--- config.mk ---
export PLATFORM = sky130hd
export DESIGN_NAME = encoder_relative_count_tracker_top
export DESIGN_NICKNAME = d
export VERILOG_FILES = /design/src/ert_pkg.sv /design/src/ert_fifo.sv /design/src/ert_front.sv /design/src/ert_back.sv /design/src/encoder_relative_count_tracker_top.sv
export SDC_FILE = /design/constraint.sdc
export NUM_CORES = 2
export LEC_CHECK = 0
export BUFFER_PORTS_ARGS = -buffer_cell sky130_fd_sc_hd__buf_4
export CAP_MARGIN = 20
export CORE_UTILIZATION = 35
export DETAILED_ROUTE_END_ITERATION = 10
export GPL_TIMING_DRIVEN = 0
export PLACE_DENSITY = 0.48
export SLEW_MARGIN = 10
export SYNTH_ARGS = -nofsm -noshare
export SYNTH_HDL_FRONTEND = slang
export SYNTH_SLANG_ARGS = --single-unit
--- constraint.sdc ---
create_clock -name i_clk -period 11.1 [get_ports i_clk]
set_clock_uncertainty 0.2 [all_clocks]
set_input_delay 3.33 -clock i_clk [delete_from_list [all_inputs] [get_ports i_clk]]
set_output_delay 3.33 -clock i_clk [all_outputs]
set_load 0.02 [all_outputs]
--- src/ert_pkg.sv ---
package ert_pkg;

    localparam logic signed [31:0] SCALE_RESET = 32'sd65536;

    typedef struct packed {
        logic index_armed;
        logic latch_pos_armed;
        logic latch_neg_armed;
        logic set_pending;
    } t_flags;

    // what the front hands to the back for one operational request
    typedef struct packed {
        logic signed [31:0] hw_count;
        logic signed [31:0] ext_latch;
        logic signed [31:0] rel_count;
        t_flags             flags;
    } t_entry;

    typedef struct packed {
        logic signed [31:0] hw_count;
        logic signed [31:0] ext_latch;
        logic signed [31:0] rel_count;
        logic signed [63:0] position;
        t_flags             flags;
    } t_result;

endpackage

--- src/ert_fifo.sv ---
module ert_fifo #(
    parameter int WIDTH = 8,
    parameter int DEPTH = 4
) (
    input  logic             i_clk,
    input  logic             i_rst_n,
    input  logic             i_push,
    input  logic [WIDTH-1:0] i_data,
    output logic             o_full,
    input  logic             i_pop,
    output logic [WIDTH-1:0] o_data,
    output logic             o_empty
);

    localparam int PTR_W = (DEPTH > 1) ? $clog2(DEPTH) : 1;
    localparam int CNT_W = $clog2(DEPTH + 1);

    logic [WIDTH-1:0] r_mem [DEPTH];
    logic [PTR_W-1:0] r_wr, r_rd;
    logic [CNT_W-1:0] r_cnt;
    logic             w_do_push, w_do_pop;

    assign o_full    = (r_cnt == CNT_W'(DEPTH));
    assign o_empty   = (r_cnt == '0);
    assign o_data    = r_mem[r_rd];
    assign w_do_push = i_push && !o_full;
    assign w_do_pop  = i_pop && !o_empty;

    always_ff @(posedge i_clk) begin
        if (w_do_push) begin
            r_mem[r_wr] <= i_data;
        end
    end

    always_ff @(posedge i_clk) begin
        if (!i_rst_n) begin
            r_wr  <= '0;
            r_rd  <= '0;
            r_cnt <= '0;
        end else begin
            if (w_do_push) begin
                r_wr <= (r_wr == PTR_W'(DEPTH - 1)) ? '0 : r_wr + PTR_W'(1);
            end
            if (w_do_pop) begin
                r_rd <= (r_rd == PTR_W'(DEPTH - 1)) ? '0 : r_rd + PTR_W'(1);
            end
            case ({w_do_push, w_do_pop})
                2'b10:   r_cnt <= r_cnt + CNT_W'(1);
                2'b01:   r_cnt <= r_cnt - CNT_W'(1);
                default: r_cnt <= r_cnt;
            endcase
        end
    end

    a_no_push_full: assert property (@(posedge i_clk) disable iff (!i_rst_n)
        i_push |-> !o_full)
        else $error("queue pushed while full");

endmodule

--- src/ert_front.sv ---
module ert_front (
    input  logic                i_clk,
    input  logic                i_rst_n,
    input  logic                i_take,
    input  logic                i_operational,
    input  logic signed [31:0]  i_hw_count,
    input  logic signed [31:0]  i_ext_latch,
    input  logic                i_latch_valid,
    input  logic                i_set_done,
    input  logic                i_index_level,
    input  logic                i_reset_req,
    input  logic                i_arm_index,
    input  logic                i_arm_latch_pos,
    input  logic                i_arm_latch_neg,
    input  logic                i_request_set,
    output logic                o_wr,
    output ert_pkg::t_entry     o_entry
);

    logic signed [31:0] r_base, r_rel, r_count_hold, r_latch_hold;
    logic               r_prev_index, r_need_init, r_was_oper;
    ert_pkg::t_flags    r_flags;

    logic signed [31:0] n_base, n_rel, n_count_hold, n_latch_hold;
    ert_pkg::t_flags    n_flags;
    logic               w_edge, w_init, w_step;

    assign w_step = i_take && i_operational;

    always_comb begin
        n_flags.set_pending     = (r_flags.set_pending | i_request_set) & ~i_set_done;
        n_flags.index_armed     = r_flags.index_armed | i_arm_index;
        n_flags.latch_pos_armed = r_flags.latch_pos_armed | i_arm_latch_pos;
        n_flags.latch_neg_armed = r_flags.latch_neg_armed | i_arm_latch_neg;

        // base is the last raw count unless the link just came up
        n_base = r_was_oper ? r_base : i_hw_count;
        if (i_set_done) begin
            n_base = i_hw_count;
        end
        n_count_hold = n_flags.set_pending ? r_count_hold : i_hw_count;
        n_latch_hold = r_latch_hold;

        w_init = r_need_init | i_reset_req;
        // an index edge coinciding with init or reset is dropped
        w_edge = i_index_level & ~r_prev_index & ~w_init;
        n_rel  = r_rel;
        if (w_init) begin
            n_base = i_hw_count;
            n_rel  = '0;
        end
        if (i_latch_valid) begin
            n_latch_hold            = i_ext_latch;
            n_base                  = i_ext_latch;
            n_rel                   = '0;
            n_flags.latch_pos_armed = 1'b0;
            n_flags.latch_neg_armed = 1'b0;
        end
        if (w_edge && n_flags.index_armed) begin
            n_base              = i_hw_count;
            n_rel               = '0;
            n_flags.index_armed = 1'b0;
        end
        n_rel = n_rel + (i_hw_count - n_base);
    end

    always_ff @(posedge i_clk) begin
        if (!i_rst_n) begin
            r_base       <= '0;
            r_rel        <= '0;
            r_count_hold <= '0;
            r_latch_hold <= '0;
            r_prev_index <= 1'b0;
            r_need_init  <= 1'b1;
            r_was_oper   <= 1'b0;
            r_flags      <= '0;
        end else if (w_step) begin
            r_base       <= i_hw_count;
            r_rel        <= n_rel;
            r_count_hold <= n_count_hold;
            r_latch_hold <= n_latch_hold;
            r_prev_index <= i_index_level;
            r_need_init  <= 1'b0;
            r_was_oper   <= 1'b1;
            r_flags      <= n_flags;
        end else if (i_take) begin
            r_was_oper <= 1'b0;
        end
    end

    assign o_wr               = w_step;
    assign o_entry.hw_count   = n_count_hold;
    assign o_entry.ext_latch  = n_latch_hold;
    assign o_entry.rel_count  = n_rel;
    assign o_entry.flags      = n_flags;

    a_init_cleared: assert property (@(posedge i_clk) disable iff (!i_rst_n)
        w_step |=> !r_need_init && r_was_oper)
        else $error("operational request left init pending");

    a_reset_zero: assert property (@(posedge i_clk) disable iff (!i_rst_n)
        (w_step && i_reset_req && !i_latch_valid) |-> (o_entry.rel_count == '0))
        else $error("reset request did not zero the relative count");

endmodule

--- src/ert_back.sv ---
module ert_back #(
    parameter int OUT_DEPTH = 4
) (
    input  logic               i_clk,
    input  logic               i_rst_n,
    input  logic signed [31:0] i_scale,
    input  logic               i_mid_empty,
    input  ert_pkg::t_entry    i_mid_entry,
    output logic               o_mid_pop,
    input  logic               i_pop,
    output logic               o_empty,
    output ert_pkg::t_result   o_result
);

    localparam int CNT_W = $clog2(OUT_DEPTH + 1);
    localparam int RES_W = $bits(ert_pkg::t_result);

    logic [CNT_W-1:0]   r_cnt, n_cnt;
    logic               r_mul_vld;
    ert_pkg::t_result   r_mul;
    logic signed [63:0] w_prod;
    logic               w_issue, w_out_pop, w_out_full;
    logic [RES_W-1:0]   w_out_data;

    // count covers the multiplier stage plus the output queue, so a slot is held
    assign w_issue   = !i_mid_empty && (r_cnt < CNT_W'(OUT_DEPTH));
    assign o_mid_pop = w_issue;
    assign w_out_pop = i_pop && !o_empty;
    assign w_prod    = 64'(i_mid_entry.rel_count) * 64'(i_scale);

    always_comb begin
        n_cnt = r_cnt;
        case ({w_issue, w_out_pop})
            2'b10:   n_cnt = r_cnt + CNT_W'(1);
            2'b01:   n_cnt = r_cnt - CNT_W'(1);
            default: n_cnt = r_cnt;
        endcase
    end

    always_ff @(posedge i_clk) begin
        r_mul.hw_count  <= i_mid_entry.hw_count;
        r_mul.ext_latch <= i_mid_entry.ext_latch;
        r_mul.rel_count <= i_mid_entry.rel_count;
        r_mul.flags     <= i_mid_entry.flags;
        r_mul.position  <= w_prod;
    end

    always_ff @(posedge i_clk) begin
        if (!i_rst_n) begin
            r_cnt     <= '0;
            r_mul_vld <= 1'b0;
        end else begin
            r_cnt     <= n_cnt;
            r_mul_vld <= w_issue;
        end
    end

    ert_fifo #(
        .WIDTH (RES_W),
        .DEPTH (OUT_DEPTH)
    ) u_out_q (
        .i_clk   (i_clk),
        .i_rst_n (i_rst_n),
        .i_push  (r_mul_vld),
        .i_data  (r_mul),
        .o_full  (w_out_full),
        .i_pop   (w_out_pop),
        .o_data  (w_out_data),
        .o_empty (o_empty)
    );

    assign o_result = ert_pkg::t_result'(w_out_data);

    a_cnt_bound: assert property (@(posedge i_clk) disable iff (!i_rst_n)
        r_cnt <= CNT_W'(OUT_DEPTH))
        else $error("output credit count overflow");

    a_slot_held: assert property (@(posedge i_clk) disable iff (!i_rst_n)
        r_mul_vld |-> !w_out_full)
        else $error("multiplier result has no output slot");

endmodule

--- src/encoder_relative_count_tracker_top.sv ---
// Encoder relative count tracker, one channel. Every request taken with operational set
// returns one result; other requests update only the link-up tracking and return nothing.
// One request is accepted per clock while the middle queue has room; a result passes the
// middle queue, then the registered 32x32 multiply that forms the signed Q48.16 position,
// and then the output queue before it is visible.
// Front (count/flag update) and back (multiply, output queue) are split by a small queue.
// The scale register resets to 1.0 and should be written only while the block is idle.
module encoder_relative_count_tracker_top #(
    parameter int MID_DEPTH = 4,
    parameter int OUT_DEPTH = 4
) (
    input  logic               i_clk,
    input  logic               i_rst_n,
    input  logic               i_cfg_we,
    input  logic signed [31:0] i_cfg_wdata,
    input  logic               push,
    output logic               full,
    input  logic               i_operational,
    input  logic signed [31:0] i_hw_count,
    input  logic signed [31:0] i_ext_latch,
    input  logic               i_latch_valid,
    input  logic               i_set_done,
    input  logic               i_index_level,
    input  logic               i_reset_req,
    input  logic               i_arm_index,
    input  logic               i_arm_latch_pos,
    input  logic               i_arm_latch_neg,
    input  logic               i_request_set,
    output logic               empty,
    input  logic               pop,
    output logic signed [31:0] o_hw_count_out,
    output logic signed [31:0] o_ext_latch_out,
    output logic signed [31:0] o_rel_count,
    output logic signed [63:0] o_position,
    output logic               o_index_armed_out,
    output logic               o_latch_pos_armed_out,
    output logic               o_latch_neg_armed_out,
    output logic               o_set_pending_out
);

    localparam int ENT_W = $bits(ert_pkg::t_entry);

    logic signed [31:0] r_scale;
    logic               w_take, w_wr, w_mid_empty, w_mid_pop;
    ert_pkg::t_entry    w_entry;
    logic [ENT_W-1:0]   w_mid_data;
    ert_pkg::t_result   w_result;

    always_ff @(posedge i_clk) begin
        if (!i_rst_n) begin
            r_scale <= ert_pkg::SCALE_RESET;
        end else if (i_cfg_we) begin
            r_scale <= i_cfg_wdata;
        end
    end

    assign w_take = push && !full;

    ert_front u_front (
        .i_clk           (i_clk),
        .i_rst_n         (i_rst_n),
        .i_take          (w_take),
        .i_operational   (i_operational),
        .i_hw_count      (i_hw_count),
        .i_ext_latch     (i_ext_latch),
        .i_latch_valid   (i_latch_valid),
        .i_set_done      (i_set_done),
        .i_index_level   (i_index_level),
        .i_reset_req     (i_reset_req),
        .i_arm_index     (i_arm_index),
        .i_arm_latch_pos (i_arm_latch_pos),
        .i_arm_latch_neg (i_arm_latch_neg),
        .i_request_set   (i_request_set),
        .o_wr            (w_wr),
        .o_entry         (w_entry)
    );

    ert_fifo #(
        .WIDTH (ENT_W),
        .DEPTH (MID_DEPTH)
    ) u_mid_q (
        .i_clk   (i_clk),
        .i_rst_n (i_rst_n),
        .i_push  (w_wr),
        .i_data  (w_entry),
        .o_full  (full),
        .i_pop   (w_mid_pop),
        .o_data  (w_mid_data),
        .o_empty (w_mid_empty)
    );

    ert_back #(
        .OUT_DEPTH (OUT_DEPTH)
    ) u_back (
        .i_clk       (i_clk),
        .i_rst_n     (i_rst_n),
        .i_scale     (r_scale),
        .i_mid_empty (w_mid_empty),
        .i_mid_entry (ert_pkg::t_entry'(w_mid_data)),
        .o_mid_pop   (w_mid_pop),
        .i_pop       (pop),
        .o_empty     (empty),
        .o_result    (w_result)
    );

    assign o_hw_count_out        = w_result.hw_count;
    assign o_ext_latch_out       = w_result.ext_latch;
    assign o_rel_count           = w_result.rel_count;
    assign o_position            = w_result.position;
    assign o_index_armed_out     = w_result.flags.index_armed;
    assign o_latch_pos_armed_out = w_result.flags.latch_pos_armed;
    assign o_latch_neg_armed_out = w_result.flags.latch_neg_armed;
    assign o_set_pending_out     = w_result.flags.set_pending;

endmodule

Word level (Yosys, flattened, before mapping)
Memories as Yosys holds them, arrays and structs flattened. A register that Yosys moved wholly into a read port is not among the register bits.
Index checks and enable logic that the tools add are counted.
{"block": "word_totals", "reg_bits": 349, "ram_bits": 1056, "in_bits": 110, "output_inout_bits": 166, "word_cells": 115, "memories": 2}
{"block": "classes", "n_addsub": 12, "n_mul": 1, "magnitude_cmp": 1, "eq_ne": 12, "n_mux": 29, "n_bitwise": 11, "reduce_logical": 19}
{"name": "u_back.u_out_q.r_mem", "depth": 4, "width": 164, "rd": 1, "rd_clocked_by_memory_dff": 1, "write_ports": 1, "line_no": "ert_fifo.sv:18", "text": "logic [WIDTH-1:0] r_mem [DEPTH];"}
{"name": "u_mid_q.r_mem", "depth": 4, "width": 100, "rd": 1, "rd_clocked_by_memory_dff": 1, "write_ports": 1, "line_no": "ert_fifo.sv:18"}
{"op": "$mux 32", "count": 10}
{"op": "$mul 32x32->64", "count": 1}
{"op": "$add 32x32->32", "count": 1}
{"op": "$sub 32x32->32", "count": 1}
{"op": "$mux 2", "count": 9}
{"op": "$pmux 3 s2", "count": 3}
{"op": "$eq 2x2->1 const B", "count": 7}
{"op": "$add 3x1->3 const B", "count": 3}
{"op": "$logic_and 1x1->1", "count": 9}
{"op": "$sub 3x1->3 const B", "count": 3}
{"op": "$add 2x1->2 const B", "count": 4}
{"op": "$reduce_bool 2->1", "count": 4}
{"op": "$mux 1", "count": 7}
{"op": "$eq 2x1->1 const B", "count": 3}
{"op": "$eq 3x3->1 const B", "count": 2}
{"op": "$logic_not 3->1", "count": 2}
{"op": "$or 1x1->1", "count": 5}
{"op": "$logic_not 1->1", "count": 4}
{"op": "$and 1x1->1", "count": 3}
{"op": "$lt 3x3->1 const B", "count": 1}
{"op": "$not 1->1", "count": 3}

Logic depth before layout (Yosys ltp)
{"block": "logic_depth", "word_depth": 7, "mapped_depth": 32, "depth_no_buf": 29}

Hierarchy
Synthesis repeated with hierarchy kept, for this count alone.
{"block": "hier_totals", "cells_unflattened": 6919, "area_unflattened_um2": 89223.1}
{"module": "ert_back", "instances": 1, "cells_per_inst": 4059, "area_per_inst_um2": 39646.8, "seq_area_each_um2": 3363.2}
{"module": "ert_fifo (u_back.u_out_q)", "instances": 1, "cells_per_inst": 912, "area_per_inst_um2": 24148.2, "seq_area_each_um2": 19879.1}
{"module": "ert_fifo (u_mid_q)", "instances": 1, "cells_per_inst": 578, "area_per_inst_um2": 15023.2, "seq_area_each_um2": 12191.7}
{"module": "ert_front", "instances": 1, "cells_per_inst": 1266, "area_per_inst_um2": 9157.5, "seq_area_each_um2": 2702.6}
{"module": "encoder_relative_count_tracker_top", "instances": 1, "cells_per_inst": 104, "area_per_inst_um2": 1247.4, "seq_area_each_um2": 640.6}

Least setup slack after synthesis
OpenSTA, ideal clock, no wires.
{"block": "synth_timing", "path_type": "register to register", "from": "register (tool-made name)", "to": "register u_back.r_mul[65] in the netlist's numbering", "arrival_ns": 8.575, "required_ns": 10.780, "path_slack_ns": 2.205, "path_stages_with_launch": 30, "synth_period_minus_slack_ns": 8.895, "cell_sequence": "dfxtp_1 clkbuf_1 buf_1 mux4_2 clkbuf_1 and2_1 fa_1 fa_1 fa_1 inv_1 fa_1 inv_1 fa_1 inv_1 fa_1 inv_1 fa_1 fa_1 ha_1 nand4_1 nor2_1 and3_1 o211ai_1 a211oi_1 o21ai_1 a21oi_1 a31oi_1 o21bai_1 a21oi_1 xnor2_1"}
{"element": "end, declared", "line_no": "ert_back.sv:20", "text": "ert_pkg::t_result r_mul;"}

==> results.json <==
{
  "status": "completed",
  "synth_edf_count": 1056,
  "overflow": 0,
  "die_x_um": 504,
  "synth_cells": 6753,
  "vias": 52713,
  "ys_top_cells_by_count": "fa_1 (1116), inv_1 (1065), edfxtp_1 (1056), nand2_1 (835), and2_1 (529)",
  "syn_nets": 8208,
  "setup_viol": 0,
  "critPathRequiredTime_ns": 11.58,
  "ys_top_cells_by_area": "edfxtp_1 (36%), fa_1 (25%), dfxtp_1 (8.0%)",
  "hold_path_end": "u_front.r_latch_hold[22]",
  "crit_fanout": 10,
  "hold_ws_ns": 0.249,
  "worst-setup-path-type": "reg -> reg",
  "grt_pass1_wl_mm": 397,
  "core_area_sq_um": 250000,
  "r2r_cells": 27,
  "fmaxAchievable_ghz": 0.0933,
  "ys_ff_latch": 1409,
  "die_h_um": 504,
  "drt_iter0_drc": 3700,
  "wire_per_inst_um": 25.4,
  "htree_levels": 4,
  "postSynthAreaPerCell_sq_um": 13.1,
  "dr.pass1.iters": 6,
  "drive_gt1_share_pct": 12.3,
  "final_nets": 8673,
  "first_global_vias": 56559,
  "post_cts_buffers": 0,
  "rsz0062_at_grt": "false",
  "die-area_sq_um": 254000,
  "grt_max_degree": 48,
  "synth_top_cell_by_area": "edfxtp_1",
  "synth_top_area_share_pct": 36.0,
  "drc_errors": 0,
  "ys_types": 69,
  "wl_met3_mm": 15.7,
  "syn_area_sq_um": 88100,
  "wl_met1_mm": 116,
  "maxSlewViolCount": 0,
  "pin_count": 276,
  "cts_buffer_depth": 3,
  "clk_pin_slew_ns": 0.06,
  "worstSkewPairLatency_ns": 0.85,
  "rows": 183,
  "wl_met2_mm": 128,
  "nFillCells": 23687,
  "ys_seq_area_share_pct": 44.0,
  "vias_per_cell": 4.93,
  "maxCapViolCount": 0,
  "cts_sinks": 1409,
  "finalHoldViolations": 0,
  "synth_ff_type": "edfxtp_1",
  "dp_hpwl_mm": 214,
  "timing.slew.headroom_pct": 22.4,
  "portBuffers": 272,
  "gp_congestion": 0.951,
  "hold_depth": 2,
  "worstPathArrival_ns": 11.20,
  "tns_ns": 0,
  "ant_nets": 0,
  "antenna_found_initial": 28,
  "rrSetupSlack_ns": 0.38,
  "top_layer": "met5",
  "r2r_end": "u_back.r_mul[64]",
  "async_flop_share_pct": 0,
  "end_kind": "flop",
  "area_growth_pct": 14.2,
  "min_period_ns": 10.72,
  "routed_wl_mm": 271,
  "yosysWarnings": 0,
  "grt_util_all_layers_pct": 21.6,
  "finalCritPeriodShare_pct": 96.6,
  "worst-slew-pin-transition_ns": 1.16,
  "min_from": "u_front.r_latch_hold[22]",
  "start_util_pct": 35.3,
  "cts_inserted_buffers": 155,
  "hp-class": "reg -> reg",
  "yosysMostFrequentCell": "fa_1",
  "postCtsHoldBufs": 0,
  "cts_tree": "done",
  "crit_path_start_kind": "flop",
  "clockRootBuffer": "clkbuf_16"
}
==> worst max-delay path by stage <==
stage | to | slack (ns) | cells past startpoint
floorplan | u_back.r_mul[65] | 2.20 | 29
global placement | u_back.r_mul[65] | -1.43 | 27
detailed placement | u_back.r_mul[65] | -1.05 | 28
CTS | u_back.r_mul[65] | 0.03 | 28
global route | u_back.r_mul[67] | 0.03 | 26
finish | u_back.r_mul[64] | 0.38 | 27
==> cell families (layout without fill, tap and decap cells) <==
group,count (synthesis),in the layout,share of synthesized area (%)
simple gates,1682,1682,9.28
buf+inv,1412,2011,6.02
flops,1409,1409,44.0
fa+ha+maj,1345,1345,28.6
compound gates,465,465,3.47
mux,333,333,7.58
xor+xnor,107,107,1.06
other cells,0,7,0
==> final cells by class <==
cell class / instances / area (sq um) / share of cell area (%)
timing repair buffer: 309 / 2900 / 2.88
clock inverter: 86 / 1100 / 1.09
sequential: 1409 / 38800 / 38.5
tap: 3330 / 4170 / 4.14
antenna: 7 / 17.5 / 0.0174
clock buffer: 205 / 4260 / 4.23
buffer: 344 / 1340 / 1.33
multi-input combinational: 3932 / 44100 / 43.8
inverter: 1067 / 4010 / 3.98
==> stage by stage <==
step	instance area (sq um)	setup slack [ns]	std cells	util [%]
finish	101000	0.381	10689	40.3
global route	101000	0.0292	10684	40.3
CTS	101000	0.0306	10679	40.3
detailed placement	95200	-1.05	10389	38.2
global placement	94300	-1.43	10355	37.8
floorplan	88100	2.20	6753	-
==> layout by cell type (no fill, tap or decap), types with 52 or more instances in the layout <==
cell and count:
clkbuf_16 156, nor2b_1 73, fa_1 1115, clkbuf_1 318, o21ai_0 58, edfxtp_1 1056, a21oi_1 90, a21o_1 52
o21ai_1 52, nor2_1 109, xnor2_1 73, buf_4 272, nand2_1 835, a21boi_1 92, ha_1 229, inv_1 1065
mux4_2 264, and2_1 525, dfxtp_1 352
==> timing repair <==
item	in CTS	in global routing
pin swaps	0	0
resized for setup	11	21
setup endpoints to repair	17	6
==> registers in the layout, indices dropped and copies added, names as in the netlist, 4 cells and up, named ones only <==
register / cells
u_back.r_mul: 164
u_back.u_out_q.r_mem: 656
u_front.r_flags: 4
u_front.r_base: 32
u_front.r_count_hold: 32
u_front.r_rel: 32
u_mid_q.r_mem: 400
r_scale: 32
u_front.r_latch_hold: 32
==> critical path, stage by stage, from the launching register on <==
cell and delay (ns):
dfxtp_1 0.30, clkbuf_1 0.51, clkbuf_2 0.56, mux4_2 0.48, clkbuf_1 0.80, nand2_1 0.18
fa_1 0.54, fa_1 0.43, fa_1 0.53, fa_1 0.64, inv_1 0.09, fa_1 0.50
fa_1 0.57, fa_1 0.43, fa_1 0.44, ha_1 0.28, clkbuf_1 0.27, a21oi_1 0.18
nand3_1 0.12, nand2_1 0.09, a21oi_1 0.28, and3_1 0.22, a21oi_2 0.16, o31ai_1 0.70
nand2_1 0.44, nor3_1 0.32, a211oi_1 0.10, xnor2_1 0.17
==> per-layer routing <==
| metal | global-route usage (%) | vias up |
|---|---|---|
| met5 | 0 | - |
| met4 | 7.57 | 32 |
| met3 | 3.89 | 395 |
| met2 | 35.3 | 1491 |
| met1 | 28.7 | 27843 |
| li1 | - | 22952 |
Power is left out: the tool's default activity adds up to more than one toggle a clock period on the data nets, which glitch-free logic cannot reach.
